File: src/hdl/skst_pkg.sv
package skst_pkg;

    localparam int CAPACITY  = 64;
    localparam int KEY_WIDTH = 32;

    localparam int ACTION_W = 2;
    localparam int KEY_IN_W = 32;
    localparam int POS_W    = 6;
    localparam int STATUS_W = 3;
    localparam int INDEX_W  = 7;
    localparam int COUNT_W  = 7;

    localparam logic [ACTION_W-1:0] ACT_ADD   = 2'd0;
    localparam logic [ACTION_W-1:0] ACT_FIND  = 2'd1;
    localparam logic [ACTION_W-1:0] ACT_ERASE = 2'd2;
    localparam logic [ACTION_W-1:0] ACT_CLEAR = 2'd3;

    localparam logic [STATUS_W-1:0] ST_OK       = 3'd0;
    localparam logic [STATUS_W-1:0] ST_DUP      = 3'd1;
    localparam logic [STATUS_W-1:0] ST_FULL     = 3'd2;
    localparam logic [STATUS_W-1:0] ST_NOTFOUND = 3'd3;
    localparam logic [STATUS_W-1:0] ST_RANGE    = 3'd4;

    typedef struct packed {
        logic [ACTION_W-1:0] action;
        logic [KEY_IN_W-1:0] key;
        logic [POS_W-1:0]    position;
    } t_req;

    typedef struct packed {
        logic [STATUS_W-1:0] status;
        logic [INDEX_W-1:0]  found_index;
        logic [COUNT_W-1:0]  entry_count;
    } t_result;

endpackage

File: src/hdl/skst_cmp.sv
module skst_cmp #(
    parameter int KEY_WIDTH = skst_pkg::KEY_WIDTH
) (
    input  logic                 i_signed_order,
    input  logic [KEY_WIDTH-1:0] i_a,
    input  logic [KEY_WIDTH-1:0] i_b,
    output logic                 o_lt,
    output logic                 o_eq
);

    logic [KEY_WIDTH-1:0] sign_flip;
    logic [KEY_WIDTH-1:0] a_ord;
    logic [KEY_WIDTH-1:0] b_ord;

    always_comb begin
        sign_flip = '0;
        sign_flip[KEY_WIDTH-1] = i_signed_order;
        a_ord = i_a ^ sign_flip;
        b_ord = i_b ^ sign_flip;
        o_lt  = a_ord < b_ord;
        o_eq  = i_a == i_b;
    end

endmodule

File: src/hdl/skst_ctrl.sv
module skst_ctrl #(
    parameter int CAPACITY  = skst_pkg::CAPACITY,
    parameter int KEY_WIDTH = skst_pkg::KEY_WIDTH
) (
    input  logic              i_clk,
    input  logic              i_rst_n,
    input  logic              i_start,
    input  skst_pkg::t_req    i_req,
    input  logic              i_signed_order,
    input  logic              i_free,
    output logic              o_idle,
    output logic              o_done,
    output skst_pkg::t_result o_res
);

    localparam int AW = $clog2(CAPACITY);
    localparam int CW = $clog2(CAPACITY + 1);
    localparam int EW = (CW > skst_pkg::POS_W) ? CW : skst_pkg::POS_W;
    localparam int KW = KEY_WIDTH;

    localparam logic [CW-1:0] CAP_C = CW'(CAPACITY);
    localparam logic [CW-1:0] ONE_C = CW'(1);

    localparam logic [3:0] S_IDLE = 4'd0;
    localparam logic [3:0] S_SRD  = 4'd1;
    localparam logic [3:0] S_SCMP = 4'd2;
    localparam logic [3:0] S_HCHK = 4'd3;
    localparam logic [3:0] S_SUR  = 4'd4;
    localparam logic [3:0] S_SUW  = 4'd5;
    localparam logic [3:0] S_INS  = 4'd6;
    localparam logic [3:0] S_SDR  = 4'd7;
    localparam logic [3:0] S_SDW  = 4'd8;
    localparam logic [3:0] S_DONE = 4'd9;

    logic [3:0]                    r_state;
    logic [skst_pkg::ACTION_W-1:0] r_act;
    logic [KW-1:0]                 r_key;
    logic [CW-1:0]                 r_lo;
    logic [CW-1:0]                 r_hi;
    logic [CW-1:0]                 r_mid;
    logic [CW-1:0]                 r_cnt;
    logic [CW-1:0]                 r_ptr;
    logic                          r_hv;
    logic [skst_pkg::STATUS_W-1:0] r_status;
    logic [CW-1:0]                 r_index;
    logic [KW-1:0]                 r_rdata;
    logic [KW-1:0]                 mem [CAPACITY];

    logic [KW+skst_pkg::KEY_IN_W-1:0] key_w;
    logic [KW-1:0]                    key_in;
    logic [EW+skst_pkg::POS_W-1:0]    pos_w;
    logic [EW+CW-1:0]                 cnt_w;
    logic                             pos_lt_cnt;
    logic [CW-1:0]                    pos_p1;
    logic [CW-1:0]                    ptr_p1;
    logic [CW-1:0]                    mid;
    logic                             srch;
    logic                             lt;
    logic                             eq;
    logic                             hit;
    logic [CW-1:0]                    raddr_full;
    logic [AW-1:0]                    raddr;
    logic                             we;
    logic [CW-1:0]                    waddr_full;
    logic [AW-1:0]                    waddr;
    logic [KW-1:0]                    wdata;
    logic [CW+skst_pkg::INDEX_W-1:0]  index_w;
    logic [CW+skst_pkg::COUNT_W-1:0]  count_w;

    skst_cmp #(
        .KEY_WIDTH(KW)
    ) u_cmp (
        .i_signed_order(i_signed_order),
        .i_a           (r_rdata),
        .i_b           (r_key),
        .o_lt          (lt),
        .o_eq          (eq)
    );

    always_comb begin
        key_w      = {{KW{1'b0}}, i_req.key};
        key_in     = key_w[KW-1:0];
        pos_w      = {{EW{1'b0}}, i_req.position};
        cnt_w      = {{EW{1'b0}}, r_cnt};
        pos_lt_cnt = pos_w[EW-1:0] < cnt_w[EW-1:0];
        pos_p1     = pos_w[CW-1:0] + ONE_C;
        ptr_p1     = r_ptr + ONE_C;
        mid        = r_lo + ((r_hi - r_lo) >> 1);
        srch       = r_lo < r_hi;
        hit        = r_hv && eq;

        case (r_state)
            S_SRD:   raddr_full = srch ? mid : r_lo;
            S_SUR:   raddr_full = r_ptr;
            S_SDR:   raddr_full = ptr_p1;
            default: raddr_full = r_lo;
        endcase
        raddr = raddr_full[AW-1:0];

        case (r_state)
            S_SUW: begin
                we         = 1'b1;
                waddr_full = ptr_p1;
                wdata      = r_rdata;
            end
            S_INS: begin
                we         = 1'b1;
                waddr_full = r_lo;
                wdata      = r_key;
            end
            S_SDW: begin
                we         = 1'b1;
                waddr_full = r_ptr;
                wdata      = r_rdata;
            end
            default: begin
                we         = 1'b0;
                waddr_full = r_ptr;
                wdata      = r_rdata;
            end
        endcase
        waddr = waddr_full[AW-1:0];

        index_w = {{skst_pkg::INDEX_W{1'b0}}, r_index};
        count_w = {{skst_pkg::COUNT_W{1'b0}}, r_cnt};
        o_res.status      = r_status;
        o_res.found_index = index_w[skst_pkg::INDEX_W-1:0];
        o_res.entry_count = count_w[skst_pkg::COUNT_W-1:0];
        o_idle = r_state == S_IDLE;
        o_done = (r_state == S_DONE) && i_free;
    end

    always_ff @(posedge i_clk) begin
        if (we) begin
            mem[waddr] <= wdata;
        end
        r_rdata <= mem[raddr];
    end

    always_ff @(posedge i_clk) begin
        if (!i_rst_n) begin
            r_state <= S_IDLE;
            r_cnt   <= '0;
        end else begin
            case (r_state)
                S_IDLE: begin
                    if (i_start) begin
                        r_act    <= i_req.action;
                        r_key    <= key_in;
                        r_lo     <= '0;
                        r_hi     <= r_cnt;
                        r_index  <= '0;
                        case (i_req.action)
                            skst_pkg::ACT_ADD, skst_pkg::ACT_FIND: begin
                                r_status <= skst_pkg::ST_OK;
                                r_state  <= S_SRD;
                            end
                            skst_pkg::ACT_ERASE: begin
                                if (!pos_lt_cnt) begin
                                    r_status <= skst_pkg::ST_RANGE;
                                    r_state  <= S_DONE;
                                end else begin
                                    r_status <= skst_pkg::ST_OK;
                                    r_ptr    <= pos_w[CW-1:0];
                                    r_cnt    <= r_cnt - ONE_C;
                                    r_state  <= (pos_p1 < r_cnt) ? S_SDR : S_DONE;
                                end
                            end
                            default: begin
                                r_status <= skst_pkg::ST_OK;
                                r_cnt    <= '0;
                                r_state  <= S_DONE;
                            end
                        endcase
                    end
                end
                S_SRD: begin
                    if (srch) begin
                        r_mid   <= mid;
                        r_state <= S_SCMP;
                    end else begin
                        r_hv    <= r_lo < r_cnt;
                        r_state <= S_HCHK;
                    end
                end
                S_SCMP: begin
                    if (lt) begin
                        r_lo <= r_mid + ONE_C;
                    end else begin
                        r_hi <= r_mid;
                    end
                    r_state <= S_SRD;
                end
                S_HCHK: begin
                    if (r_act == skst_pkg::ACT_FIND) begin
                        if (hit) begin
                            r_index <= r_lo;
                        end else begin
                            r_status <= skst_pkg::ST_NOTFOUND;
                        end
                        r_state <= S_DONE;
                    end else begin
                        r_index <= r_lo;
                        if (hit) begin
                            r_status <= skst_pkg::ST_DUP;
                            r_state  <= S_DONE;
                        end else if (r_cnt >= CAP_C) begin
                            r_status <= skst_pkg::ST_FULL;
                            r_state  <= S_DONE;
                        end else if (r_lo < r_cnt) begin
                            r_ptr   <= r_cnt - ONE_C;
                            r_state <= S_SUR;
                        end else begin
                            r_state <= S_INS;
                        end
                    end
                end
                S_SUR: begin
                    r_state <= S_SUW;
                end
                S_SUW: begin
                    if (r_ptr == r_lo) begin
                        r_state <= S_INS;
                    end else begin
                        r_ptr   <= r_ptr - ONE_C;
                        r_state <= S_SUR;
                    end
                end
                S_INS: begin
                    r_cnt   <= r_cnt + ONE_C;
                    r_state <= S_DONE;
                end
                S_SDR: begin
                    r_state <= S_SDW;
                end
                S_SDW: begin
                    r_ptr   <= ptr_p1;
                    r_state <= ((ptr_p1 + ONE_C) < r_hi) ? S_SDR : S_DONE;
                end
                S_DONE: begin
                    if (i_free) begin
                        r_state <= S_IDLE;
                    end
                end
                default: begin
                    r_state <= S_IDLE;
                end
            endcase
        end
    end

endmodule

File: src/hdl/sorted_key_set_table_core.sv
// Sorted key set table: holds up to CAPACITY unique keys in ascending order.
// Request channel (i_valid/o_ready): action, key, position. Actions are add,
// find, erase at index and clear. Result channel (o_valid/i_ready): status,
// found_index and entry_count, one result beat per request beat.
// Config channel (i_cfg_valid/o_cfg_ready, always ready): i_cfg_data selects
// unsigned (0) or two's complement (1) key order; write it only when idle.
// Add and find run a binary search over the n held keys, one step at a time
// through the one compare unit and the key memory (one read port, one write
// port); an add that inserts then moves each entry above the slot up by one
// and writes the new key. Erase moves each entry above the position down by
// one; clear only empties the count.
// One request is in flight at a time: o_ready is high only while the
// sequencer is idle. A finished result sits in the output register, so the
// next request is taken while the receiver stalls; a later result then holds
// in the sequencer until the output register frees up.
// Reset (synchronous, active low) empties the set, clears the output valid
// and selects unsigned order; key memory contents are not cleared.
module sorted_key_set_table_core #(
    parameter int CAPACITY  = skst_pkg::CAPACITY,
    parameter int KEY_WIDTH = skst_pkg::KEY_WIDTH
) (
    input  logic                            i_clk,
    input  logic                            i_rst_n,
    input  logic                            i_valid,
    output logic                            o_ready,
    input  logic [skst_pkg::ACTION_W-1:0]   i_action,
    input  logic [skst_pkg::KEY_IN_W-1:0]   i_key,
    input  logic [skst_pkg::POS_W-1:0]      i_position,
    output logic                            o_valid,
    input  logic                            i_ready,
    output logic [skst_pkg::STATUS_W-1:0]   o_status,
    output logic [skst_pkg::INDEX_W-1:0]    o_found_index,
    output logic [skst_pkg::COUNT_W-1:0]    o_entry_count,
    input  logic                            i_cfg_valid,
    output logic                            o_cfg_ready,
    input  logic                            i_cfg_data
);

    logic              r_signed_order;
    logic              r_out_valid;
    skst_pkg::t_result r_out;

    skst_pkg::t_req    req;
    skst_pkg::t_result res;
    logic              idle;
    logic              done;
    logic              free;
    logic              start;

    always_comb begin
        req.action   = i_action;
        req.key      = i_key;
        req.position = i_position;
        free         = !r_out_valid || i_ready;
        o_ready      = idle;
        start        = i_valid && idle;
        o_cfg_ready  = 1'b1;
    end

    skst_ctrl #(
        .CAPACITY (CAPACITY),
        .KEY_WIDTH(KEY_WIDTH)
    ) u_ctrl (
        .i_clk         (i_clk),
        .i_rst_n       (i_rst_n),
        .i_start       (start),
        .i_req         (req),
        .i_signed_order(r_signed_order),
        .i_free        (free),
        .o_idle        (idle),
        .o_done        (done),
        .o_res         (res)
    );

    always_ff @(posedge i_clk) begin
        if (!i_rst_n) begin
            r_signed_order <= 1'b0;
            r_out_valid    <= 1'b0;
        end else begin
            if (i_cfg_valid) begin
                r_signed_order <= i_cfg_data;
            end
            if (done) begin
                r_out_valid <= 1'b1;
            end else if (i_ready) begin
                r_out_valid <= 1'b0;
            end
        end
    end

    always_ff @(posedge i_clk) begin
        if (done) begin
            r_out <= res;
        end
    end

    assign o_valid       = r_out_valid;
    assign o_status      = r_out.status;
    assign o_found_index = r_out.found_index;
    assign o_entry_count = r_out.entry_count;

endmodule
File: config.mk
export PLATFORM = sky130hd
export DESIGN_NAME = sorted_key_set_table_core
export DESIGN_NICKNAME = d
export VERILOG_FILES = /design/src/hdl/skst_pkg.sv /design/src/hdl/skst_cmp.sv /design/src/hdl/skst_ctrl.sv /design/src/hdl/sorted_key_set_table_core.sv
export SDC_FILE = /design/constraint.sdc
export NUM_CORES = 2
export LEC_CHECK = 0
export BUFFER_PORTS_ARGS = -buffer_cell sky130_fd_sc_hd__clkbuf_2
export CELL_PAD_IN_SITES_DETAIL_PLACEMENT = 2
export CELL_PAD_IN_SITES_GLOBAL_PLACEMENT = 2
export CORE_ASPECT_RATIO = 1.5
export CORE_MARGIN = 2
export CORE_UTILIZATION = 40
export CTS_BUF_LIST = sky130_fd_sc_hd__clkbuf_8
export DETAILED_ROUTE_END_ITERATION = 10
export PLACE_DENSITY = 0.69
export SLEW_MARGIN = 0
export SYNTH_ARGS = -nofsm -noshare
export SYNTH_HDL_FRONTEND = slang
export SYNTH_SLANG_ARGS = --single-unit
File: constraint.sdc
create_clock -name i_clk -period 5.5 [get_ports i_clk]
set_clock_uncertainty 0.15 [all_clocks]
set_input_delay 0.275 -clock i_clk [delete_from_list [all_inputs] [get_ports i_clk]]
set_output_delay 0.275 -clock i_clk [all_outputs]
set_load 0.02 [all_outputs]
==> impl_metrics.csv <==
group,metric,value,unit
outcome,status,"complete, no violations",
synthesis,synth.ff_latch_count,2183,
worst_hold_path,hold_start,"i_key[10]",
setup_path,crit_path_cell_trace,"inv_1 -> ha_1 -> and4_1 -> a21boi_0 -> o21a_4 -> mux2_8 -> buf_12 -> buf_12 -> buf_12 -> nand3_1 -> nand3_1 -> a41oi_1 -> a21oi_1 -> nand2_1",
global_route,grtUsageMet3,0.0377,
global_route,grt_pass1_vias,68400,
place,pre_cts_slack,-46.9,ps
route,route.detailed.drc,0,
clock_tree,clk_root_buffer_cell,"clkbuf_8",
sta,worstMarginPinSlew,1320,ps
power,p_comb_frac,0.387,
setup_path,criticalPathCategory,"reg2reg",
power,switching_share,0.407,
synthesis,syn_nets,7214,
synthesis,syn-cell-area,88900,um^2
route,wl_per_cell,31.8,um
synthesis,syn_avg_cell_area,12.5,um^2
clock_tree,path_clk_slew,60,ps
global_route,grt_pass1_wl,483000,um
synthesis,postSynthCellCount,7092,
floorplanning,die_w,389,um
final_layout,nets,7592,
setup_path,r2r_start,"u_ctrl.r_lo[5]",
worst_hold_path,holdPathStages,2,
setup_path,ff2ff_path_depth,14,
worst_hold_path,hold_path_end,"u_ctrl.r_key[10]",
sta,slew_headroom,0.116,
final_layout,area_growth,15.3,%
clock_tree,htree_levels,5,
setup_path,crit_slowest_cell,"edfxtp_1",
sta,fin_ws,212,ps
global_route,grt_usage,0.293,
final_layout,multiInputGateArea,22300,um^2
final_layout,drive_above_1_share,0.124,
sta,min_period,5290,ps
synthesis,ys_warn_count,0,
setup_path,critPathMaxFanout,39,
route,drt_iter0_drc,5254,
setup_path,start_kind,"flip-flop",
clock_tree,clock_sinks,2183,
setup_path,arrival,5930,ps
power,pwr-share-clk,0.232,
synthesis,async_flop_share,0,
place,dp_hpwl,196000,um
floorplanning,core,220000,um^2
floorplanning,dieArea,226000,um^2
sta,finalMaxSlewViolations,0,
floorplanning,num_io_pins,66,
power,ir_worst_vdd,0.000291,V
global_route,grtUsageMet1,0.352,
sta,period_share,0.961,
sta,hold_viol_final,0,
setup_path,cpMostUsedCell,"buf_12",
final_layout,regArea,65100,um^2
route,postRouteAntennaNets,0,
power,p_per_area,549,nW/um^2
global_route,grt_max_degree,110,
sta,rsz0062_at_grt,"false",
clock_tree,cts_made_buffers,347,
final_layout,layoutNonFillerInstCount,10600,
sta,setup_viol,0,
floorplanning,die_y,581,um
power,switchingPower,22.9,mW
floorplanning,fp-row-count,211,
synthesis,synth_edf_count,2138,
clock_tree,cts_tree,"yes",
floorplanning,initial_utilization,0.403,
setup_path,r2r_slack,210,ps
place,gp_congestion,0.837,
setup_path,cp-end-kind,"flip-flop",
final_layout,post-route-util,0.465,
route,first_pass_iters,5,
place,place_inst,9908,
power,p_total,56.2,mW
global_route,antenna_found_initial,9,
synthesis,synthDistinctLibCells,76,
clock_tree,clk-insertion-delay-late,990,ps
power,intPower,33.4,mW
setup_path,required,6150,ps
sta,fmax,189,MHz
route,totalWireLength,337000,um
global_route,grt.busiest_layer,"met2",
synthesis,ys.flop_type,"edfxtp_1",
route,vias,62300,
synthesis,synth-seq-area-share,0.733,
place,port_buffers,64,
worst_hold_path,hold_path_class,"in2reg",
setup_path,max_stage_delay,660,ps
global_route,met2_usage,0.528,
final_layout,nFillCells,21500,
global_route,overflow,0,
power,p_seq_frac,0.380,
setup_path,r2r_end,"u_ctrl.r_rdata[22]",
route,viasPerCell,5.88,
power,p_leak,36.1,nW
job,maxCapViolations,0,
clock_tree,cts_buffer_depth,4,
per-stage QoR:
step	area, um^2	hold slack, ps	TNS [ps]
floorplan	88900	224	0
global placement	95300	254	0
detailed placement	95300	263	-46.9
CTS	102000	8.77	0
global route	102000	61.1	0
finish	102000	74.2	0
layout by cell type (no fill, tap or decap), drive strengths merged, types with 7 or more instances in the layout:
cell type       n
xor2           17
clkbuf        435
xnor2          31
nor2          131
and2            8
a32oi          14
clkinv        104
clkinvlp        9
dlygate4sd3    82
o21ai          59
o22ai          13
nand2b         11
and3           55
mux2i          19
mux4           11
nand4          40
a21oi         176
inv           192
nand3        1392
a41oi          28
a21o           20
nor2b          12
ha             74
dfxtp          45
mux2           12
buf           324
nor3           16
a22oi           8
edfxtp       2138
a31oi          56
o221ai          7
o31ai           7
o21a            9
nor4           30
a221oi          8
a211oi          8
nand2        2059
cell families (layout without fill, tap and decap cells):
family,Yosys count,after routing,share of synthesized area
simple gates,3772,3772,0.184
flops,2183,2183,0.733
buf+inv,512,1150,0.0278
compound gates,459,459,0.0332
fa+ha+maj,76,76,0.0109
xor+xnor,48,48,0.00473
mux,41,42,0.00636
other cells,1,3,0.0000422
registers in the layout (all words and copies together), names as in the netlist:
| signal | count |
|---|---|
| u_ctrl.r_hi | 7 |
| u_ctrl.r_state | 4 |
| u_ctrl.mem | 2048 |
| o_valid | 1 |
| u_ctrl.r_lo | 7 |
| o_status | 3 |
| u_ctrl.r_rdata | 32 |
| o_entry_count | 7 |
| u_ctrl.r_index | 7 |
| u_ctrl.r_act | 2 |
| u_ctrl.r_status | 3 |
| o_found_index | 7 |
| u_ctrl.r_hv | 1 |
| u_ctrl.r_cnt | 7 |
| r_signed_order | 1 |
| u_ctrl.r_ptr | 7 |
| u_ctrl.r_key | 32 |
| u_ctrl.r_mid | 7 |
per-layer routing:
| layer | vias up | share of wire | wire length (um) |
|---|---|---|---|
| met5 | - | 0.00014 | 46 |
| met4 | 6 | 0.045 | 15200 |
| met3 | 784 | 0.050 | 16700 |
| met2 | 2084 | 0.52 | 175000 |
| met1 | 33000 | 0.39 | 130000 |
| li1 | 26500 | - | - |
power by group through the flow:
| stage | clock (mW) | sequential [mW] | combinational (mW) |
|---|---|---|---|
| floorplan | 0 | 21.8 | 12.0 |
| global placement | 0 | 21.7 | 20.7 |
| detailed placement | 0 | 21.7 | 21.5 |
| CTS | 13.3 | 21.4 | 21.7 |
| global route | 13.9 | 21.4 | 23.5 |
| finish | 13.1 | 21.4 | 21.8 |
cell usage after synthesis, types with 14 or more instances:
cell type     n  area share
nand3_1    1392       0.078
inv_1        70      0.0030
xnor2_1      31      0.0031
buf_4        56      0.0047
nor3_1       16     0.00090
and3_1       55      0.0039
a31oi_1      56      0.0039
nand2_1    2059       0.087
o21ai_0      58      0.0033
nor4_1       30      0.0021
xor2_1       17      0.0017
ha_1         74       0.010
a21oi_1     176      0.0099
buf_2       176      0.0099
edfxtp_1   2138        0.72
clkbuf_1    160      0.0068
mux2i_1      19      0.0021
a21o_1       20      0.0017
dfxtp_1      45       0.010
a41oi_1      27      0.0027
buf_1        37      0.0016
nand4_1      40      0.0028
a32oi_1      14      0.0014
nor2_1      129      0.0054
area by class of cell:
type | count | area share
Timing Repair Buffer | 470 | 0.0488
Tap cell | 2875 | 0.0351
Clock inverter | 239 | 0.0106
Clock buffer | 371 | 0.0498
Sequential cell | 2183 | 0.635
Antenna cell | 2 | 0.0000488
Inverter | 70 | 0.00256
Multi-Input combinational cell | 4398 | 0.218
repair_timing:
action                                 CTS  global route
cloned                                   0             1
setup endpoints to repair                3            13
setup buffers                            0             3
endpoints found under the hold margin   97             0
gates resized for setup                  3             8
pin swaps                                0             1
hold buffers                            82             0
worst max-delay path: cells and delay by family, from the launching register on:
kind / cells / cell delay [ps]
adders and majority gates: 1 / 410
AOI/OAI and AO/OA: 4 / 1680
and+or+nand+nor: 4 / 620
DFF: 1 / 660
buffers and inverters: 4 / 920
muxes: 1 / 530
worst max-delay path by stage:
stage,from,to,depth (start not counted)
after floorplan,u_ctrl.r_state[1],u_ctrl.mem[0][1],6
after global placement,u_ctrl.r_lo[5],u_ctrl.r_rdata[29],14
after detailed placement,u_ctrl.r_lo[5],u_ctrl.r_rdata[6],13
after CTS,u_ctrl.r_lo[5],u_ctrl.r_rdata[1],14
after global routing,u_ctrl.r_lo[5],u_ctrl.r_rdata[23],14
final,u_ctrl.r_lo[5],u_ctrl.r_rdata[22],14
Power figures use the tool's default switching activity.
